`config.mk`:
```
export PLATFORM = sky130hd
export DESIGN_NAME = quadrature_encoder_emulator_core
export DESIGN_NICKNAME = d
export VERILOG_FILES = /design/src/design/qee_pkg.sv /design/src/design/qee_step.sv /design/src/design/quadrature_encoder_emulator_core.sv
export SDC_FILE = /design/constraint.sdc
export NUM_CORES = 1
export LEC_CHECK = 0
export BUFFER_PORTS_ARGS = -buffer_cell sky130_fd_sc_hd__clkbuf_2
export CAP_MARGIN = 20
export CORE_ASPECT_RATIO = 1.1
export CORE_MARGIN = 2
export CORE_UTILIZATION = 60
export CTS_BUF_LIST = sky130_fd_sc_hd__clkbuf_8 sky130_fd_sc_hd__clkbuf_16
export DETAILED_ROUTE_END_ITERATION = 6
export PLACE_DENSITY = 0.76
export REMOVE_ABC_BUFFERS = 1
export SLEW_MARGIN = 20
export SYNTH_ARGS = -nofsm -noshare
export SYNTH_HDL_FRONTEND = slang
export SYNTH_SLANG_ARGS = --single-unit
export TNS_END_PERCENT = 10
```
`constraint.sdc`:
```
create_clock -name clk_i -period 18.8 [get_ports clk_i]
set_input_delay 0.94 -clock clk_i [delete_from_list [all_inputs] [get_ports clk_i]]
set_output_delay 0.94 -clock clk_i [all_outputs]
set_load 0.02 [all_outputs]
```
`src/design/qee_pkg.sv`:
```
// Shared types, constants and sizes for the quadrature encoder emulator.
`timescale 1ns / 1ps
`default_nettype none

package qee_pkg;

  // Request function codes
  localparam logic FuncFeed = 1'b0;
  localparam logic FuncTick = 1'b1;

  localparam int DeltaW   = 16;
  localparam int SensW    = 13;
  localparam int PendingW = 12;
  localparam int CarryW   = 9;
  localparam int FracBits = 8;

  localparam int MaxBacklog = 1024;
  localparam int MaxDelta   = 32767;

  localparam logic [SensW-1:0] SensReset = SensW'(256);

  // Product of the clamped delta and the gain, plus the carry, with headroom.
  localparam int AccW     = DeltaW + SensW + 1;
  localparam int QuotW    = AccW - FracBits;
  localparam int BacklogW = $clog2(MaxBacklog + 1) + 1;
  localparam int SumW     = ((BacklogW > QuotW) ? BacklogW : QuotW) + 1;

  // Gray-code levels, bit i holds the level at phase i
  localparam logic [3:0] LevelATab = 4'b0110;
  localparam logic [3:0] LevelBTab = 4'b1100;

  typedef struct packed {
    logic                       stepped;
    logic                       level_a;
    logic                       level_b;
    logic signed [PendingW-1:0] pending_steps;
  } result_t;

endpackage

`default_nettype wire

```
`src/design/qee_step.sv`:
```
// Motion scaling, backlog and phase state with next-result logic.
`timescale 1ns / 1ps
`default_nettype none

module qee_step (
  input  wire logic                                 clk_i,
  input  wire logic                                 rst_ni,
  input  wire logic                                 fire_i,
  input  wire logic                                 func_i,
  input  wire logic signed [qee_pkg::DeltaW-1:0]    delta_i,
  input  wire logic        [qee_pkg::SensW-1:0]     sens_i,
  output qee_pkg::result_t                          res_o
);
  import qee_pkg::*;

  localparam logic signed [DeltaW-1:0] DeltaMin = -DeltaW'(MaxDelta);
  localparam logic signed [SumW-1:0]   SumMax   = SumW'(MaxBacklog);
  localparam logic signed [SumW-1:0]   SumMin   = -SumW'(MaxBacklog);

  logic signed [CarryW-1:0]   carry_q, carry_d;
  logic signed [BacklogW-1:0] backlog_q, backlog_d;
  logic        [1:0]          phase_q, phase_d;

  logic signed [DeltaW-1:0]   delta_c;
  logic signed [AccW-1:0]     prod;
  logic signed [AccW-1:0]     acc;
  logic                       fix;
  logic signed [QuotW-1:0]    quot;
  logic signed [SumW-1:0]     sum;
  logic signed [BacklogW-1:0] bl_sat;
  logic signed [31:0]         bl_wide;
  logic                       stepped;

  assign delta_c = (delta_i < DeltaMin) ? DeltaMin : delta_i;
  assign prod    = AccW'(delta_c) * $signed({1'b0, sens_i});
  assign acc     = prod + AccW'(carry_q);

  // Truncate toward zero: floor, then bump a negative value with a remainder
  assign fix  = acc[AccW-1] & (|acc[FracBits-1:0]);
  assign quot = $signed(acc[AccW-1:FracBits]) + $signed(QuotW'(fix));
  assign sum  = SumW'(backlog_q) + SumW'(quot);

  always_comb begin
    if (sum > SumMax) begin
      bl_sat = BacklogW'(SumMax);
    end else if (sum < SumMin) begin
      bl_sat = BacklogW'(SumMin);
    end else begin
      bl_sat = BacklogW'(sum);
    end
  end

  always_comb begin
    carry_d   = carry_q;
    backlog_d = backlog_q;
    phase_d   = phase_q;
    stepped   = 1'b0;
    case (func_i)
      FuncFeed: begin
        if (delta_i != '0) begin
          carry_d   = {fix, acc[FracBits-1:0]};
          backlog_d = bl_sat;
        end
      end
      FuncTick: begin
        if (backlog_q > 0) begin
          phase_d   = phase_q + 2'd1;
          backlog_d = backlog_q - BacklogW'(1);
          stepped   = 1'b1;
        end else if (backlog_q < 0) begin
          phase_d   = phase_q - 2'd1;
          backlog_d = backlog_q + BacklogW'(1);
          stepped   = 1'b1;
        end
      end
      default: begin
        stepped = 1'b0;
      end
    endcase
  end

  assign bl_wide              = 32'(backlog_d);
  assign res_o.stepped        = stepped;
  assign res_o.level_a        = LevelATab[phase_d];
  assign res_o.level_b        = LevelBTab[phase_d];
  assign res_o.pending_steps  = bl_wide[PendingW-1:0];

  always_ff @(posedge clk_i or negedge rst_ni) begin
    if (!rst_ni) begin
      carry_q   <= '0;
      backlog_q <= '0;
      phase_q   <= '0;
    end else if (fire_i) begin
      carry_q   <= carry_d;
      backlog_q <= backlog_d;
      phase_q   <= phase_d;
    end
  end

endmodule

`default_nettype wire

```
`src/design/quadrature_encoder_emulator_core.sv`:
```
// Top level: request register, step logic, result register and gain register.
//
//   channel  direction  handshake                  payload
//   in       input      in_valid_i / in_ready_o    func_i, motion_delta_i
//   out      output     out_valid_o / out_ready_i  stepped_o, level_a_o, level_b_o,
//                                                  pending_steps_o
//   cfg      input      cfg_valid_i / cfg_ready_o  sensitivity_q8_i
//
// One request per cycle sustained unless the result stalls.
// The step logic (one multiply, carry fix-up, saturating add) runs between the
// request register and the result register. State updates when a result is loaded.
// A stalled result holds the request register; in_ready_o drops only when both are full.
// Reset clears state, the valid flags and sets the gain to 256; cfg is always ready.
`timescale 1ns / 1ps
`default_nettype none

module quadrature_encoder_emulator_core (
  input  wire logic                                 clk_i,
  input  wire logic                                 rst_ni,
  input  wire logic                                 in_valid_i,
  output      logic                                 in_ready_o,
  input  wire logic                                 func_i,
  input  wire logic signed [qee_pkg::DeltaW-1:0]    motion_delta_i,
  output      logic                                 out_valid_o,
  input  wire logic                                 out_ready_i,
  output      logic                                 stepped_o,
  output      logic                                 level_a_o,
  output      logic                                 level_b_o,
  output      logic signed [qee_pkg::PendingW-1:0]  pending_steps_o,
  input  wire logic                                 cfg_valid_i,
  output      logic                                 cfg_ready_o,
  input  wire logic        [qee_pkg::SensW-1:0]     sensitivity_q8_i
);
  import qee_pkg::*;

  logic                     in_valid_q;
  logic                     func_q;
  logic signed [DeltaW-1:0] delta_q;
  logic                     out_valid_q;
  result_t                  res_q;
  result_t                  res_d;
  logic [SensW-1:0]         sens_q;
  logic                     advance;
  logic                     fire;

  assign advance     = !out_valid_q || out_ready_i;
  assign fire        = in_valid_q && advance;
  assign in_ready_o  = !in_valid_q || advance;
  assign cfg_ready_o = 1'b1;

  qee_step u_step (
    .clk_i   (clk_i),
    .rst_ni  (rst_ni),
    .fire_i  (fire),
    .func_i  (func_q),
    .delta_i (delta_q),
    .sens_i  (sens_q),
    .res_o   (res_d)
  );

  always_ff @(posedge clk_i or negedge rst_ni) begin
    if (!rst_ni) begin
      in_valid_q  <= 1'b0;
      out_valid_q <= 1'b0;
      sens_q      <= SensReset;
    end else begin
      if (in_ready_o) begin
        in_valid_q <= in_valid_i;
      end
      if (advance) begin
        out_valid_q <= in_valid_q;
      end
      if (cfg_valid_i && cfg_ready_o) begin
        sens_q <= sensitivity_q8_i;
      end
    end
  end

  always_ff @(posedge clk_i) begin
    if (in_valid_i && in_ready_o) begin
      func_q  <= func_i;
      delta_q <= motion_delta_i;
    end
    if (fire) begin
      res_q <= res_d;
    end
  end

  assign out_valid_o     = out_valid_q;
  assign stepped_o       = res_q.stepped;
  assign level_a_o       = res_q.level_a;
  assign level_b_o       = res_q.level_b;
  assign pending_steps_o = res_q.pending_steps;

endmodule

`default_nettype wire

```
==> flow_metrics.py <==
metrics = {
    "placed_design": {
        "gp_congestion": 0.922,
        "place_inst": 1852,
        "dp_hpwl_mm": 26.9,
        "io_buffers": 51,
    },
    "logic_synthesis": {
        "yosys.area.top_type_share_pct": 31.4,
        "synth_edf_count": 32,
        "yosysUniqueCellTypes": 82,
        "synth_xor_area_share_pct": 5.16,
        "synthMuxAreaShare_pct": 2.25,
        "async_flop_share_pct": 54.3,
        "synth_fa_ha_area_share_pct": 41.0,
        "ys_ff_latch": 70,
        "synthFlopType": "dfrtp_1",
        "syn-cell-area_um2": 13900,
        "synth_top_family_by_area": "adder cells",
        "synth_compound_area_share_pct": 10.6,
        "syn_area_per_cell_um2": 8.99,
        "yosysTopAreaCell": "fa_1",
        "ys_seq_area_share_pct": 13.7,
        "synthCells": 1551,
        "yosysWarnings": 0,
        "synth.area.top_cells": "fa_1 31%, ha_1 9.5%, inv_1 8.4%",
        "synth-simple-area-share_pct": 17.3,
    },
    "critical_path": {
        "worstPathRequired_ns": 19.05,
        "critPathMostFrequentCell": "fa_1",
        "cpMaxStageDelayCell": "nor2b_1",
        "criticalPathCategory": "flip-flop to flip-flop",
        "r2r_slack_ns": 4.76,
        "crit_fanout": 19,
        "cpPeakStageDelay_ns": 0.86,
        "end_kind": "flip-flop",
        "critPathLaunchType": "flip-flop",
        "worstPathArrival_ns": 14.29,
    },
    "finish": {
        "fin_cells": 1868,
        "area_growth_pct": 5.24,
        "final_common_cell": "inv_1",
        "final_cell_mix": "312 x inv_1, 219 x fa_1, 136 x nand2_1, 116 x and2_1, 106 x ha_1",
        "drive_gt1_share_pct": 7.40,
        "final_nets": 1923,
        "diodes": 0,
    },
    "floorplan": {
        "fp-row-count": 58,
        "die_w_um": 149,
        "pin_count": 53,
        "die_area_um2": 24500,
        "start_util_pct": 61.0,
        "core_area_um2": 22900,
        "die_y_um": 164,
    },
    "sta": {
        "fin_crit_sh_pct": 74.7,
        "hold_viol": 0,
        "finClkSkew_ns": 0.00885,
        "maxSlewHeadroom_pct": 27.0,
        "finalSetupTns_ns": 0,
        "post-route-min-period_ns": 14.04,
        "clock.fmax_mhz": 71.2,
        "rsz0062_at_grt": "false",
        "tightest_slew_ns": 1.08,
        "finalMaxSlewViolations": 0,
        "setup_viol": 0,
    },
    "global_routing": {
        "grt_overflow": 0,
        "grt_max_degree": 39,
        "grt_pass1_wl_mm": 56.0,
        "antenna_found_initial": 0,
        "grt_util_all_layers_pct": 29.3,
        "grt_pass1_vias": 11000,
    },
    "detailed_routing": {
        "wl_per_cell_um": 17.7,
        "route.vias.total": 10700,
        "totalWireLength_mm": 33.1,
        "drt_iter0_drc": 674,
        "firstDrtPassIters": 5,
        "drc": 0,
        "routed_via_density": 5.71,
        "ant_nets": 0,
    },
    "clock_tree": {
        "postCtsSetupRepairBufs": 0,
        "cts_tree": "done",
        "cts_buffers": 9,
        "cts-hold-fix-buffers": 0,
        "cts_buffer_depth": 2,
        "h-tree-depth": 3,
        "clk_latency_ns": 0.35,
        "clkTransAtPathRegs_ns": 0.06,
        "cts.repair.resized": 0,
        "clock_tree.root_cell": "clkbuf_16",
        "cts_sinks": 70,
    },
    "status": {
        "outcome": "completed",
    },
    "min_path": {
        "hold_path.class": "flip-flop to flip-flop",
    },
    "job": {
        "drv_cap": 0,
    },
}
synthesized netlist by cell type, drive strengths merged (19+ instances only):
master,count
clkbuf,51
dfrtp,37
ha,106
fa,219
inv,312
mux2,19
edfxtp,32
a21oi,52
xnor2,45
nor2b,34
xor2,35
and2,117
o21ai,53
nand3,25
nor2,54
nand2b,23
nand2,136
per-layer routing:
metal	vias to the layer above	global-route usage [%]	part of all wire [%]
met4	0	8.83	3.1
met2	329	49.2	50
li1	4976	-	-
met5	-	0	0
met1	5304	39.6	42
met3	65	4.11	4.9
kinds of logic (layout without fill, tap and decap cells):
| logic type | count (synthesis) | count (layout) |
|---|---|---|
| other | 1 | 1 |
| muxes | 29 | 29 |
| DFF | 70 | 70 |
| and+or+nand+nor | 459 | 459 |
| AOI/OAI and AO/OA | 217 | 217 |
| xor gates and xnor gates | 80 | 80 |
| buffers and inverters | 370 | 387 |
| adders and majority gates | 325 | 325 |
critical path, delay by kind of cell (launching register included):
kind / cells / cell delay [ns]
AOI/OAI and AO/OA: 15 / 3.89
xor gates and xnor gates: 2 / 0.38
adders and majority gates: 11 / 4.88
buffers and inverters: 3 / 0.17
DFF: 1 / 0.43
muxes: 1 / 0.24
and+or+nand+nor: 13 / 3.96
worst paths after layout:
check / start / to / cells past startpoint
max: delta_q[11] / u_step.backlog_q[7] / 45
min: in_valid_q / out_valid_o / 1
max reg2reg: delta_q[11] / u_step.backlog_q[7] / 45
min reg2reg: in_valid_q / out_valid_o / 1
max in group asynchronous: rst_ni / sens_q[6] / 1
min in group asynchronous: rst_ni / u_step.backlog_q[11] / 1
final cells by class:
type | count | area, µm²
clock inverter | 7 | 53.8
sequential | 70 | 1910
multi-input combinational | 1111 | 10600
tap | 300 | 375
timing repair buffer | 57 | 300
inverter | 314 | 1180
fill | 1947 | 8190
clock buffer | 9 | 225
stage by stage:
step	hold slack [ns]	worst slack (ns)	cell area [µm²]	util [%]
after detailed placement	0.494	4.96	14400	63.0
after global routing	0.522	3.85	14700	64.2
final	0.495	4.76	14700	64.2
after global placement	0.475	5.44	14400	63.0
after floorplan	0.457	6.80	13700	-
after CTS	0.500	4.87	14700	64.2
state kept, by name, indices dropped and copies added, names as in the netlist:
name,cells
delta_q,16
sens_q,13
pending_steps_o,12
u_step.backlog_q,12
u_step.carry_q,9
u_step.phase_q,2
func_q,1
in_valid_q,1
level_a_o,1
level_b_o,1
out_valid_o,1
stepped_o,1
Power is left out: the tool's default activity adds up to more than one toggle a clock period on the data nets, which glitch-free logic cannot reach.
